## src/hw/rtl/cosine_similarity_stream_assert.svh

```systemverilog
// assertion macros for the cosine similarity stream block
// used by the top level only, no other dependencies
`ifndef COSINE_SIMILARITY_STREAM_ASSERT_SVH
`define COSINE_SIMILARITY_STREAM_ASSERT_SVH
`ifndef SYNTHESIS
`define CSS_ASSERT_IMPL(label, clk, rst_n, cond) \
  label: assert property (@(posedge clk) disable iff (!rst_n) (cond)) \
    else $error("assertion failed");
`define CSS_ASSERT_NEXT(label, clk, rst_n, ante, cons) \
  label: assert property (@(posedge clk) disable iff (!rst_n) (ante) |=> (cons)) \
    else $error("assertion failed");
`else
`define CSS_ASSERT_IMPL(label, clk, rst_n, cond)
`define CSS_ASSERT_NEXT(label, clk, rst_n, ante, cons)
`endif
`endif

```

## src/hw/rtl/cossim_pkg.sv

```systemverilog
// shared types and constants for the cosine similarity stream block
// no dependencies
package cossim_pkg;
  localparam int unsigned ElemBits    = 16;
  localparam int unsigned MaxElements = 1024;
  localparam int unsigned OutFracBits = 14;
  localparam int unsigned SimBits     = 16;
  localparam int unsigned CntBits     = $clog2(MaxElements) + 1;
  localparam int unsigned NormBits    = 2 * ElemBits - 2 + CntBits;
  localparam int unsigned DotBits     = NormBits + 1;
  localparam int unsigned QBits       = OutFracBits + 1;
  localparam int unsigned QIdxBits    = $clog2(QBits);
  localparam int unsigned ProdBits    = 2 * QBits + 2 * NormBits;
  localparam int unsigned MulSteps    = (NormBits > 2 * QBits) ? NormBits : 2 * QBits;
  localparam int unsigned StepBits    = $clog2(MulSteps + 1);
  localparam logic [NormBits-1:0] Lim =
    NormBits'(MaxElements) << (2 * ElemBits - 2);

  typedef struct packed {
    logic [NormBits-1:0] dot_mag;
    logic                dot_neg;
    logic [NormBits-1:0] norm_a;
    logic [NormBits-1:0] norm_b;
    logic                sat;
  } vec_sums_t;

  typedef struct packed {
    logic signed [SimBits-1:0] similarity;
    logic                      zero_norm;
    logic                      overflow;
  } result_t;

  typedef enum logic [2:0] {
    ST_IDLE, ST_MUL1, ST_LOAD, ST_MUL2, ST_CMP, ST_OUT
  } back_state_e;
endpackage

```

## src/hw/rtl/cossim_front.sv

```systemverilog
// front end: accumulates dot product and norms per element word
// hands finished vector sums to a two-entry queue; depends on cossim_pkg
module cossim_front (
  input  logic                                    clk_i,
  input  logic                                    rst_ni,
  input  logic                                    valid_i,
  output logic                                    ready_o,
  input  logic signed [cossim_pkg::ElemBits-1:0] elem_a_i,
  input  logic signed [cossim_pkg::ElemBits-1:0] elem_b_i,
  input  logic                                    last_i,
  output logic                                    sums_valid_o,
  input  logic                                    sums_ready_i,
  output cossim_pkg::vec_sums_t                   sums_o
);
  localparam int unsigned NB = cossim_pkg::NormBits;
  localparam int unsigned DB = cossim_pkg::DotBits;
  localparam int unsigned PB = 2 * cossim_pkg::ElemBits;

  logic signed [DB-1:0] dot_q, dot_d;
  logic [NB-1:0] na_q, na_d, nb_q, nb_d;
  logic sat_q, sat_d;
  logic signed [PB-1:0] pab, paa, pbb;
  logic signed [DB+1:0] dsum, lim_s;
  logic [NB:0] asum, bsum;
  logic take;
  cossim_pkg::vec_sums_t fifo_q [2];
  logic [1:0] cnt_q;
  logic rd_q, wr_q;
  cossim_pkg::vec_sums_t push;

  assign ready_o = (cnt_q != 2'd2);
  assign take = valid_i && ready_o;
  assign pab = PB'(elem_a_i) * PB'(elem_b_i);
  assign paa = PB'(elem_a_i) * PB'(elem_a_i);
  assign pbb = PB'(elem_b_i) * PB'(elem_b_i);
  assign lim_s = (DB + 2)'(cossim_pkg::Lim);
  assign dsum = (DB + 2)'(dot_q) + (DB + 2)'(pab);
  assign asum = {1'b0, na_q} + (NB + 1)'(unsigned'(paa));
  assign bsum = {1'b0, nb_q} + (NB + 1)'(unsigned'(pbb));

  always_comb begin
    sat_d = sat_q;
    dot_d = DB'(dsum);
    if (dsum > lim_s) begin
      dot_d = DB'(lim_s);
      sat_d = 1'b1;
    end else if (dsum < -lim_s) begin
      dot_d = DB'(-lim_s);
      sat_d = 1'b1;
    end
    na_d = NB'(asum);
    if (asum > (NB + 1)'(cossim_pkg::Lim)) begin
      na_d = cossim_pkg::Lim;
      sat_d = 1'b1;
    end
    nb_d = NB'(bsum);
    if (bsum > (NB + 1)'(cossim_pkg::Lim)) begin
      nb_d = cossim_pkg::Lim;
      sat_d = 1'b1;
    end
    push.dot_neg = dot_d[DB-1];
    push.dot_mag = dot_d[DB-1] ? NB'(-dot_d) : NB'(dot_d);
    push.norm_a = na_d;
    push.norm_b = nb_d;
    push.sat = sat_d;
  end

  always_ff @(posedge clk_i or negedge rst_ni) begin
    if (!rst_ni) begin
      dot_q <= '0;
      na_q <= '0;
      nb_q <= '0;
      sat_q <= 1'b0;
    end else if (take) begin
      if (last_i) begin
        dot_q <= '0;
        na_q <= '0;
        nb_q <= '0;
        sat_q <= 1'b0;
      end else begin
        dot_q <= dot_d;
        na_q <= na_d;
        nb_q <= nb_d;
        sat_q <= sat_d;
      end
    end
  end

  // two-entry queue of vector sums
  logic push_en, pop_en;
  assign push_en = take && last_i;
  assign pop_en = sums_valid_o && sums_ready_i;
  assign sums_valid_o = (cnt_q != 2'd0);
  assign sums_o = fifo_q[rd_q];

  always_ff @(posedge clk_i or negedge rst_ni) begin
    if (!rst_ni) begin
      cnt_q <= '0;
      rd_q <= 1'b0;
      wr_q <= 1'b0;
    end else begin
      if (push_en) wr_q <= ~wr_q;
      if (pop_en) rd_q <= ~rd_q;
      cnt_q <= cnt_q + {1'b0, push_en} - {1'b0, pop_en};
    end
  end

  always_ff @(posedge clk_i) begin
    if (push_en) fifo_q[wr_q] <= push;
  end
endmodule

```

## config.mk

```make
export PLATFORM = sky130hd
export DESIGN_NAME = cossim_front
export DESIGN_NICKNAME = d
export VERILOG_FILES = /design/src/hw/rtl/cosine_similarity_stream_assert.svh /design/src/hw/rtl/cossim_pkg.sv /design/src/hw/rtl/cossim_front.sv
export SDC_FILE = /design/constraint.sdc
export NUM_CORES = 2
export LEC_CHECK = 0
export BUFFER_PORTS_ARGS = -buffer_cell sky130_fd_sc_hd__buf_2
export CAP_MARGIN = 0
export CORE_MARGIN = 2
export CORE_UTILIZATION = 60
export DETAILED_ROUTE_END_ITERATION = 6
export GPL_ROUTABILITY_DRIVEN = 0
export GPL_TIMING_DRIVEN = 0
export PLACE_DENSITY = 0.77
export SETUP_SLACK_MARGIN = 0.4
export SYNTH_ARGS = -nofsm -noshare
export SYNTH_HDL_FRONTEND = slang
export SYNTH_SLANG_ARGS = --single-unit
export TNS_END_PERCENT = 20
```

## constraint.sdc

```tcl
create_clock -name clk_i -period 9.32 [get_ports clk_i]
set_clock_uncertainty 0.1 [all_clocks]
set_input_delay 1.398 -clock clk_i [delete_from_list [all_inputs] [get_ports clk_i]]
set_output_delay 1.398 -clock clk_i [all_outputs]
set_load 0.02 [all_outputs]
```

==> results_dict.tcl <==
set metrics [dict create \
    status "complete, but fails checks" \
    failed_checks "DRC, setup timing" \
    drive_gt1_frac 0.206 \
    fin_area_sq_um 60700 \
    fillerInstances 5477 \
    yosys.area.top_type "fa_1" \
    ys.flop_type "edfxtp_1" \
    post-dp-hpwl_mm 107 \
    antenna_found_initial 5 \
    gr-total-overflow 0 \
    cts_buffer_depth 3 \
    critPathMaxStageDelay_ps 560 \
    initial_core_util 0.605 \
    clk_latency_ps 620 \
    cp_max_fo 7 \
    cts_hold_buffers 0 \
    fin_nets 6820 \
    first_global_vias 41187 \
    io_buffers 157 \
    yosysTopAreaCellShare 0.324 \
    grt_pass1_wl_mm 222 \
    antenna_left 0 \
    start_kind "input port" \
    syn_area_sq_um 50600 \
    synth_edf_count 250 \
    ys_types 89 \
    ys_seq_area_frac 0.212 \
    cap_viol_max_count 0 \
    period_needed_ps 10320 \
    clockRootBuffer "clkbuf_16" \
    hold_violations 0 \
    die-area_sq_um 86600 \
    synth_fp_nets 6380 \
    crit_required_ps 9540 \
    via_count 40157 \
    fin_crit_sh 1.11 \
    placed_cell_area_sq_um 53400 \
    netlist_top_cells_count "1048 x inv_1, 819 x fa_1, 516 x nand2_1, 357 x ha_1, 265 x nor2_1" \
    chipWidth_um 294 \
    viasPerCell 5.97 \
    ys_warn_count 0 \
    crit_arrival_ps 10540 \
    setup_violations 294 \
    grt.total_usage 0.334 \
    endpoint_kind "register" \
    drc_errors 20 \
    cpMostUsedCell "fa_2" \
    fin_tns_setup_ps -173770 \
    firstDrtPassIters 7 \
    hold_ws_ps 395 \
    cts_inserted_buffers 43 \
    drv_slew 0 \
    finalCoreUtilization 0.726 \
    ios 164 \
    critPathKind "in -> reg" \
    synth_seq_cells 379 \
    postLayoutSetupSlackWorst_ps -999 \
    cts_tree "yes" \
    ys_async_sr_fraction 0.340 \
    clkTransAtPathRegs_ps 60 \
    crit_slowest_cell "fa_2" \
    avgSynthCellArea_sq_um 9.78 \
    rows 106 \
    synthCells 5167 \
    hold_path_class "reg -> reg" \
    slew_headroom 0.135 \
    timing.fmax_mhz 96.9 \
    die-height_um 294 \
    drt-wirelength-per-cell_um 22.0 \
    core_sq_um 83600 \
    grt_max_degree 88 \
    routed_wl_mm 148 \
    yosys-top-cells-area "fa_1 32%, edfxtp_1 15%, ha_1 8.8%" \
    dr.first_iter.drc_count 3750 \
    h-tree-depth 2 \
    synth_most_common_cell "inv_1" \
    rsz0062_at_grt "yes" \
    clock-sinks 379 \
    area_delta_synth_final_pct 20.0 \
    tightest_slew_ps 1300 \
]
-- through the flow --
stage / cells / worst slack, ps
after CTS: 6625 / -651
final: 6732 / -999
after global placement: 6404 / -2700
after global routing: 6723 / -1260
after detailed placement: 6411 / -2750
after floorplan: 5167 / -514
-- flip-flops by register name, indices dropped and copies added (netlist names) --
register	flops
dot_q	42
sat_q	1
fifo_q	250
cnt_q	2
na_q	41
wr_q	1
rd_q	1
nb_q	41
-- logic make-up (layout without fill, tap and decap cells) --
| kind of cell | Yosys count | count (layout) | synth area share |
|---|---|---|---|
| and+or+nand+nor | 1294 | 1294 | 0.121 |
| buffers and inverters | 1257 | 1732 | 0.0937 |
| adders and majority gates | 1176 | 1176 | 0.413 |
| AOI/OAI and AO/OA | 715 | 715 | 0.0934 |
| DFF | 379 | 379 | 0.212 |
| xor gates and xnor gates | 203 | 203 | 0.0352 |
| muxes | 143 | 143 | 0.0315 |
| other | 0 | 10 | 0 |
-- area by class of cell --
type | instances | area (sq um) | share of cell area
clock buffers | 48 | 1120 | 0.0184
diodes | 10 | 25.0 | 0.000413
plain buffers | 206 | 2380 | 0.0392
inverters | 1051 | 4000 | 0.0660
repair buffers | 394 | 3150 | 0.0520
clock inverters | 32 | 454 | 0.00749
well taps | 1080 | 1350 | 0.0223
repair inverters | 1 | 7.51 | 0.000124
multi-input cells | 3531 | 37400 | 0.617
flip-flops and latches | 379 | 10700 | 0.177
-- path summary, 6_finish.rpt --
path                                        from                      end  slack, ps  cells past startpoint
setup reg to reg           dot_q[10]$_DFFE_PN0P_  fifo_q[1][96]$_DFFE_PP_        990                     32
hold reg to reg             nb_q[21]$_DFFE_PN0P_     nb_q[21]$_DFFE_PN0P_        390                      2
min in group asynchronous                 rst_ni    dot_q[29]$_DFFE_PN0P_        640                      1
setup / recovery                     elem_b_i[4]   fifo_q[1][0]$_DFFE_PP_      -1000                     39
max in group asynchronous                 rst_ni     na_q[39]$_DFFE_PN0P_       7590                      2
hold / removal              nb_q[21]$_DFFE_PN0P_     nb_q[21]$_DFFE_PN0P_        390                      2
-- cells in the final DEF (no fill, tap or decap), drive strengths merged, types with 61 or more instances in the layout --
cell type,count
edfxtp,250
fa,819
nand2,516
ha,357
xnor2,142
a21oi,162
clkbuf,214
and2,211
nor2,265
buf,434
o21ai,178
a21o,63
mux2,129
xor2,61
inv,1044
dfrtp,129
-- worst max-delay path: cells and delay by family --
| kind | cells | cell delay (ps) |
|---|---|---|
| buf+inv | 10 | 1240 |
| compound gates | 8 | 1470 |
| fa+ha+maj | 8 | 3510 |
| xor+xnor | 1 | 310 |
| simple gates | 12 | 2570 |
-- metal layers --
metal	track usage	wire length (um)	up-vias
li1	-	-	17373
met1	0.419	53700	19948
met2	0.547	69900	2215
met3	0.0770	15000	619
met4	0.165	9260	2
met5	0	108	-
-- what timing repair did --
item	in CTS	in global routing
hold endpoints to repair	0	0
setup buffers	127	93
endpoints found under the setup margin	374	371
gates cloned	7	4
pin swaps	125	124
gates resized for setup	600	345
Power is not shown: default switching activity piles up to over one toggle a cycle in this logic, so the estimate is an artifact.
