**src/hw/rtl/cosine_similarity_stream_assert.svh**
```systemverilog
// assertion macros for the cosine similarity stream block
// used by the top level only, no other dependencies
`ifndef COSINE_SIMILARITY_STREAM_ASSERT_SVH
`define COSINE_SIMILARITY_STREAM_ASSERT_SVH
`ifndef SYNTHESIS
`define CSS_ASSERT_IMPL(label, clk, rst_n, cond) \
  label: assert property (@(posedge clk) disable iff (!rst_n) (cond)) \
    else $error("assertion failed");
`define CSS_ASSERT_NEXT(label, clk, rst_n, ante, cons) \
  label: assert property (@(posedge clk) disable iff (!rst_n) (ante) |=> (cons)) \
    else $error("assertion failed");
`else
`define CSS_ASSERT_IMPL(label, clk, rst_n, cond)
`define CSS_ASSERT_NEXT(label, clk, rst_n, ante, cons)
`endif
`endif

```
**src/hw/rtl/cossim_pkg.sv**
```systemverilog
// shared types and constants for the cosine similarity stream block
// no dependencies
package cossim_pkg;
  localparam int unsigned ElemBits    = 16;
  localparam int unsigned MaxElements = 1024;
  localparam int unsigned OutFracBits = 14;
  localparam int unsigned SimBits     = 16;
  localparam int unsigned CntBits     = $clog2(MaxElements) + 1;
  localparam int unsigned NormBits    = 2 * ElemBits - 2 + CntBits;
  localparam int unsigned DotBits     = NormBits + 1;
  localparam int unsigned QBits       = OutFracBits + 1;
  localparam int unsigned QIdxBits    = $clog2(QBits);
  localparam int unsigned ProdBits    = 2 * QBits + 2 * NormBits;
  localparam int unsigned MulSteps    = (NormBits > 2 * QBits) ? NormBits : 2 * QBits;
  localparam int unsigned StepBits    = $clog2(MulSteps + 1);
  localparam logic [NormBits-1:0] Lim =
    NormBits'(MaxElements) << (2 * ElemBits - 2);

  typedef struct packed {
    logic [NormBits-1:0] dot_mag;
    logic                dot_neg;
    logic [NormBits-1:0] norm_a;
    logic [NormBits-1:0] norm_b;
    logic                sat;
  } vec_sums_t;

  typedef struct packed {
    logic signed [SimBits-1:0] similarity;
    logic                      zero_norm;
    logic                      overflow;
  } result_t;

  typedef enum logic [2:0] {
    ST_IDLE, ST_MUL1, ST_LOAD, ST_MUL2, ST_CMP, ST_OUT
  } back_state_e;
endpackage

```
**src/hw/rtl/cossim_back.sv**
```systemverilog
// back end: shift-add products, then bit-serial search for q with
// q^2*na*nb <= dot^2*2^(2F), one candidate bit per pass; depends on cossim_pkg
module cossim_back (
  input  logic                  clk_i,
  input  logic                  rst_ni,
  input  logic                  sums_valid_i,
  output logic                  sums_ready_o,
  input  cossim_pkg::vec_sums_t sums_i,
  output logic                  res_valid_o,
  input  logic                  res_ready_i,
  output cossim_pkg::result_t   res_o
);
  localparam int unsigned NB = cossim_pkg::NormBits;
  localparam int unsigned QB = cossim_pkg::QBits;
  localparam int unsigned FB = cossim_pkg::OutFracBits;
  localparam int unsigned XB = cossim_pkg::ProdBits;
  localparam int unsigned IB = cossim_pkg::QIdxBits;
  localparam int unsigned SB = cossim_pkg::StepBits;

  cossim_pkg::back_state_e state_q, state_d;
  cossim_pkg::vec_sums_t s_q;
  logic [2*NB-1:0] nn_q, dd_q, na_sh_q, dm_sh_q;
  logic [NB-1:0] nb_sh_q, dm_bits_q;
  logic [XB-1:0] lhs_q, xa_q;
  logic [2*QB-1:0] cc_q;
  logic [QB-1:0] q_q, cand_q;
  logic [IB-1:0] bit_q;
  logic [SB-1:0] step_q;
  logic res_v_q;
  cossim_pkg::result_t res_q;
  logic [QB-1:0] next_cand;
  logic [QB-1:0] q_new;
  logic [XB-1:0] rhs;
  logic fits, zero_in, last_step;

  assign sums_ready_o = (state_q == cossim_pkg::ST_IDLE);
  assign res_valid_o = res_v_q;
  assign res_o = res_q;
  assign rhs = XB'(dd_q) << (2 * FB);
  assign fits = (cand_q <= (QB'(1) << FB));
  assign q_new = (fits && lhs_q <= rhs) ? cand_q : q_q;
  assign zero_in = (sums_i.norm_a == '0 || sums_i.norm_b == '0);
  assign last_step = (step_q == SB'(1));

  always_comb begin
    next_cand = q_new | (QB'(1) << (bit_q - IB'(1)));
  end

  always_comb begin
    state_d = state_q;
    unique case (state_q)
      cossim_pkg::ST_IDLE: begin
        if (sums_valid_i) state_d = zero_in ? cossim_pkg::ST_OUT : cossim_pkg::ST_MUL1;
      end
      cossim_pkg::ST_MUL1: if (last_step) state_d = cossim_pkg::ST_LOAD;
      cossim_pkg::ST_LOAD: state_d = cossim_pkg::ST_MUL2;
      cossim_pkg::ST_MUL2: if (last_step) state_d = cossim_pkg::ST_CMP;
      cossim_pkg::ST_CMP: begin
        state_d = (bit_q == '0) ? cossim_pkg::ST_OUT : cossim_pkg::ST_LOAD;
      end
      cossim_pkg::ST_OUT:  if (!res_v_q || res_ready_i) state_d = cossim_pkg::ST_IDLE;
      default:             state_d = cossim_pkg::ST_IDLE;
    endcase
  end

  always_ff @(posedge clk_i or negedge rst_ni) begin
    if (!rst_ni) begin
      state_q <= cossim_pkg::ST_IDLE;
      res_v_q <= 1'b0;
    end else begin
      state_q <= state_d;
      if (res_v_q && res_ready_i) res_v_q <= 1'b0;
      if (state_q == cossim_pkg::ST_OUT && (!res_v_q || res_ready_i)) res_v_q <= 1'b1;
    end
  end

  // candidate starts at 2^F which is the top allowed value
  always_ff @(posedge clk_i) begin
    unique case (state_q)
      cossim_pkg::ST_IDLE: begin
        if (sums_valid_i) begin
          s_q <= sums_i;
          q_q <= '0;
          cand_q <= QB'(1) << FB;
          bit_q <= IB'(FB);
          na_sh_q <= (2*NB)'(sums_i.norm_a);
          nb_sh_q <= sums_i.norm_b;
          dm_sh_q <= (2*NB)'(sums_i.dot_mag);
          dm_bits_q <= sums_i.dot_mag;
          nn_q <= '0;
          dd_q <= '0;
          step_q <= SB'(NB);
        end
      end
      cossim_pkg::ST_MUL1: begin
        if (nb_sh_q[0]) nn_q <= nn_q + na_sh_q;
        if (dm_bits_q[0]) dd_q <= dd_q + dm_sh_q;
        na_sh_q <= na_sh_q << 1;
        nb_sh_q <= nb_sh_q >> 1;
        dm_sh_q <= dm_sh_q << 1;
        dm_bits_q <= dm_bits_q >> 1;
        step_q <= step_q - SB'(1);
      end
      cossim_pkg::ST_LOAD: begin
        xa_q <= XB'(nn_q);
        cc_q <= (2*QB)'(cand_q) * (2*QB)'(cand_q);
        lhs_q <= '0;
        step_q <= SB'(2 * QB);
      end
      cossim_pkg::ST_MUL2: begin
        if (cc_q[0]) lhs_q <= lhs_q + xa_q;
        xa_q <= xa_q << 1;
        cc_q <= cc_q >> 1;
        step_q <= step_q - SB'(1);
      end
      cossim_pkg::ST_CMP: begin
        q_q <= q_new;
        if (bit_q != '0) begin
          cand_q <= next_cand;
          bit_q <= bit_q - IB'(1);
        end
      end
      cossim_pkg::ST_OUT: begin
        if (!res_v_q || res_ready_i) begin
          res_q.zero_norm <= (s_q.norm_a == '0 || s_q.norm_b == '0);
          res_q.overflow <= s_q.sat;
          if (s_q.norm_a == '0 || s_q.norm_b == '0)
            res_q.similarity <= '0;
          else if (s_q.dot_neg)
            res_q.similarity <= cossim_pkg::SimBits'(-q_q);
          else
            res_q.similarity <= cossim_pkg::SimBits'(q_q);
        end
      end
      default: ;
    endcase
  end
endmodule

```
**config.mk**
```make
export PLATFORM = sky130hd
export DESIGN_NAME = cossim_back
export DESIGN_NICKNAME = d
export VERILOG_FILES = /design/src/hw/rtl/cosine_similarity_stream_assert.svh /design/src/hw/rtl/cossim_pkg.sv /design/src/hw/rtl/cossim_back.sv
export SDC_FILE = /design/constraint.sdc
export NUM_CORES = 2
export LEC_CHECK = 0
export BUFFER_PORTS_ARGS = -buffer_cell sky130_fd_sc_hd__buf_2
export CELL_PAD_IN_SITES_DETAIL_PLACEMENT = 0
export CELL_PAD_IN_SITES_GLOBAL_PLACEMENT = 2
export CORE_ASPECT_RATIO = 2
export CORE_MARGIN = 5
export CORE_UTILIZATION = 41
export CTS_CLUSTER_SIZE = 10
export DETAILED_ROUTE_END_ITERATION = 8
export GPL_ROUTABILITY_DRIVEN = 1
export PLACE_DENSITY_LB_ADDON = 0.25
export SLEW_MARGIN = 30
export SYNTH_ARGS = -nofsm -noshare
export SYNTH_HDL_FRONTEND = slang
export SYNTH_SLANG_ARGS = --single-unit
```
**constraint.sdc**
```tcl
create_clock -name clk_i -period 9.16 [get_ports clk_i]
set_input_delay 1.374 -clock clk_i [delete_from_list [all_inputs] [get_ports clk_i]]
set_output_delay 1.374 -clock clk_i [all_outputs]
set_load 0.03 [all_outputs]
```
==> results.py <==
metrics = {
    "timing": {
        "fin_skew_ns": 0.0476,
        "max_freq_mhz": 139,
        "slew_headroom_pct": 32.6,
        "period_share_pct": 78.4,
        "setup-violations-final": 0,
        "drv_slew": 0,
        "hold_slack_ns": 0.423,
        "timing.final.crit_period_ns": 7.18,
        "tightest_slew_ns": 1.00,
        "hold_viol": 0,
        "rsz0062_at_grt": "no",
        "setup_tns_ns": 0,
    },
    "global_route": {
        "grt_usage_pct": 22.1,
        "antenna_found_initial": 2,
        "grt_overflow": 0,
        "grt_max_degree": 170,
        "grt_pass1_vias": 45493,
        "grt_pass1_wl_mm": 256,
    },
    "yosys": {
        "synthFlopType": "edfxtp_1",
        "yosys.area_share.simple_pct": 18.3,
        "synth_warnings": 0,
        "synthAdderAreaFrac_pct": 15.0,
        "yosys.cell_types.count": 89,
        "yosys-top-cells-area": "edfxtp_1 43%, ha_1 10%, nand2_1 7.1%, fa_1 5.0%, a21oi_1 4.3%",
        "synth_top_area_share_pct": 42.8,
        "ys_seq_area_share_pct": 43.0,
        "syn_inst": 5988,
        "ys_seq_elements": 810,
        "synth-edff-count": 806,
        "synth_top_family_by_area": "simple AND/OR/NAND/NOR gates",
        "netlist_area_sq_um": 56600,
        "synth_compound_area_share_pct": 14.3,
        "syn_area_per_cell_sq_um": 9.45,
        "async_flop_share_pct": 0.494,
        "synth_top_area_cell": "edfxtp_1",
        "synth.area.mux_share_pct": 0.429,
        "synth_common_cells": "1064 x nand2_1, 806 x edfxtp_1, 516 x nor2_1",
        "yosysMostFrequentCell": "nand2_1",
        "synth_nets": 6711,
        "synthXorXnorAreaFrac_pct": 4.61,
    },
    "outcome": {
        "status": "complete, no violations",
    },
    "run": {
        "maxCapViolCount": 0,
    },
    "critical_path": {
        "endpoint_kind": "flop",
        "worstSetupStartpoint": "cand_q[13]",
        "cp-start-kind": "flop",
        "required_ns": 9.59,
        "r2r_start": "cand_q[13]",
        "crit_fanout": 19,
        "critPathKind": "reg2reg",
        "crit_arrival_ns": 7.61,
    },
    "clocking": {
        "holdBufCountCts": 0,
        "insertion_delay_ns": 0.72,
        "cts_tree": "yes",
        "clk_pin_slew_ns": 0.05,
        "cts_made_buffers": 95,
        "cts_resized": 0,
        "root_buffer": "clkbuf_16",
        "cts_htree_levels": 3,
        "cts_buffer_depth": 3,
        "clock-sinks": 810,
        "post-cts-setup-buffers": 0,
    },
    "routing": {
        "met2WireLength_mm": 91.2,
        "viasPerCell": 5.52,
        "drt_iter0_drc": 1996,
        "drc_errors": 0,
        "drtAntennaViolNets": 0,
        "wl_met1_mm": 60.9,
        "drtPass1Iterations": 8,
        "met3_wirelength_mm": 4.66,
        "via_count": 43024,
        "wire_per_inst_um": 21.1,
        "finalWirelength_mm": 165,
        "highest_layer": "met4",
    },
    "floorplanning": {
        "fp.dieH_um": 535,
        "io_pins": 149,
        "rows": 192,
        "die_w_um": 273,
        "start_util_pct": 41.3,
        "die_area_sq_um": 146000,
        "coreArea_sq_um": 137000,
    },
    "worst_hold_path": {
        "hold_path_class": "reg2reg",
        "hp-start": "s_q[0]",
    },
    "place": {
        "hpwl_mm": 128,
        "port_buffers": 148,
        "place.gp.congestion": 0.895,
    },
    "final_layout": {
        "syn2layout_area_growth_pct": 8.97,
        "seq_area_sq_um": 24300,
        "n_fill_cell": 13466,
        "nNetsFinal": 6738,
        "multi_input_area_sq_um": 29800,
        "drive_gt1_share_pct": 5.98,
    },
}
flip-flops by register name, summed over array words and instances (netlist names):
| signal | cells |
|---|---|
| lhs_q | 112 |
| xa_q | 112 |
| s_q | 84 |
| dd_q | 82 |
| dm_sh_q | 82 |
| na_sh_q | 82 |
| nn_q | 82 |
| dm_bits_q | 41 |
| nb_sh_q | 41 |
| cc_q | 30 |
| res_o | 18 |
| cand_q | 15 |
| q_q | 15 |
| step_q | 6 |
| bit_q | 4 |
| state_q | 3 |
| res_valid_o | 1 |
placed cells by master, fill, tap and decap left out, drive strengths merged, types with 18 or more instances in the layout:
cell type | netlist | layout
nor3 | 82 | 82
nand4 | 156 | 156
o21a | 39 | 39
a31oi | 37 | 37
a21oi | 487 | 487
a211oi | 27 | 27
a21o | 173 | 173
nor2b | 40 | 40
nand2 | 1064 | 1064
xnor2 | 178 | 178
or3 | 20 | 20
nand3 | 62 | 62
inv | 412 | 414
o31ai | 41 | 41
and2 | 165 | 165
nand2b | 29 | 29
a21boi | 18 | 18
clkbuf | 241 | 109
o21bai | 85 | 85
xor2 | 120 | 120
clkinv | 0 | 19
edfxtp | 806 | 806
buf | 11 | 182
nor2 | 516 | 516
nor4 | 68 | 68
and3 | 59 | 59
ha | 454 | 454
fa | 140 | 140
mux2i | 22 | 22
o21ai | 262 | 262
stage by stage:
step | utilization (%) | instance area, sq um | instances | worst slack, ns
floorplan | - | 56600 | 5988 | 1.73
global placement | 43.0 | 58900 | 7663 | 1.97
detailed placement | 43.0 | 58900 | 7664 | 1.95
CTS | 45.0 | 61600 | 7796 | 1.95
global route | 45.0 | 61700 | 7797 | 1.58
finish | 45.0 | 61700 | 7798 | 1.98
layer usage:
layer / vias up / global-route usage (%)
met5: - / 0
met4: 0 / 9.73
met3: 307 / 2.38
met2: 766 / 43.8
met1: 20754 / 23.1
li1: 21197 / -
cell type report:
type                       instances  area share, %
antenna                            2        0.00812
clock inverter                    23          0.465
tap                             1746           3.54
sequential                       810           39.4
clock buffer                     109           3.96
inverter                         412           2.52
timing repair buffer             182           1.67
multi-input combinational       4514           48.4
critical path: stages (launching register included):
cell and delay [ns]:
edfxtp_1 0.75, and2_1 0.25, inv_1 0.08, fa_1 0.53, inv_1 0.06, fa_1 0.51, fa_1 0.52, fa_1 0.52
fa_1 0.55, inv_1 0.06, fa_1 0.53, inv_1 0.04, ha_1 0.36, a21oi_1 0.38, nor2b_1 0.09, o21ai_1 0.12
o221ai_1 0.17, o21ai_1 0.21, nand2_1 0.08, a21oi_1 0.39, nor3_1 0.16, o31ai_1 0.29, and3_1 0.19, o31ai_1 0.06
logic make-up after synthesis:
family,after synthesis
and+or+nand+nor,2305
AOI/OAI and AO/OA,1293
DFF,810
buffers and inverters,664
adders and majority gates,594
xor gates and xnor gates,298
muxes,24
worst paths after layout:
path,end,slack (ns),cells past startpoint
max reg2reg,cc_q[28],1.98,23
min reg2reg,res_o[0],0.42,0
min,res_o[0],0.42,0
max in group asynchronous,state_q[1],8.53,1
min in group asynchronous,state_q[0],0.50,1
max,cc_q[28],1.98,23
Power is not shown: default switching activity piles up to over one toggle a cycle in this logic, so the estimate is an artifact.
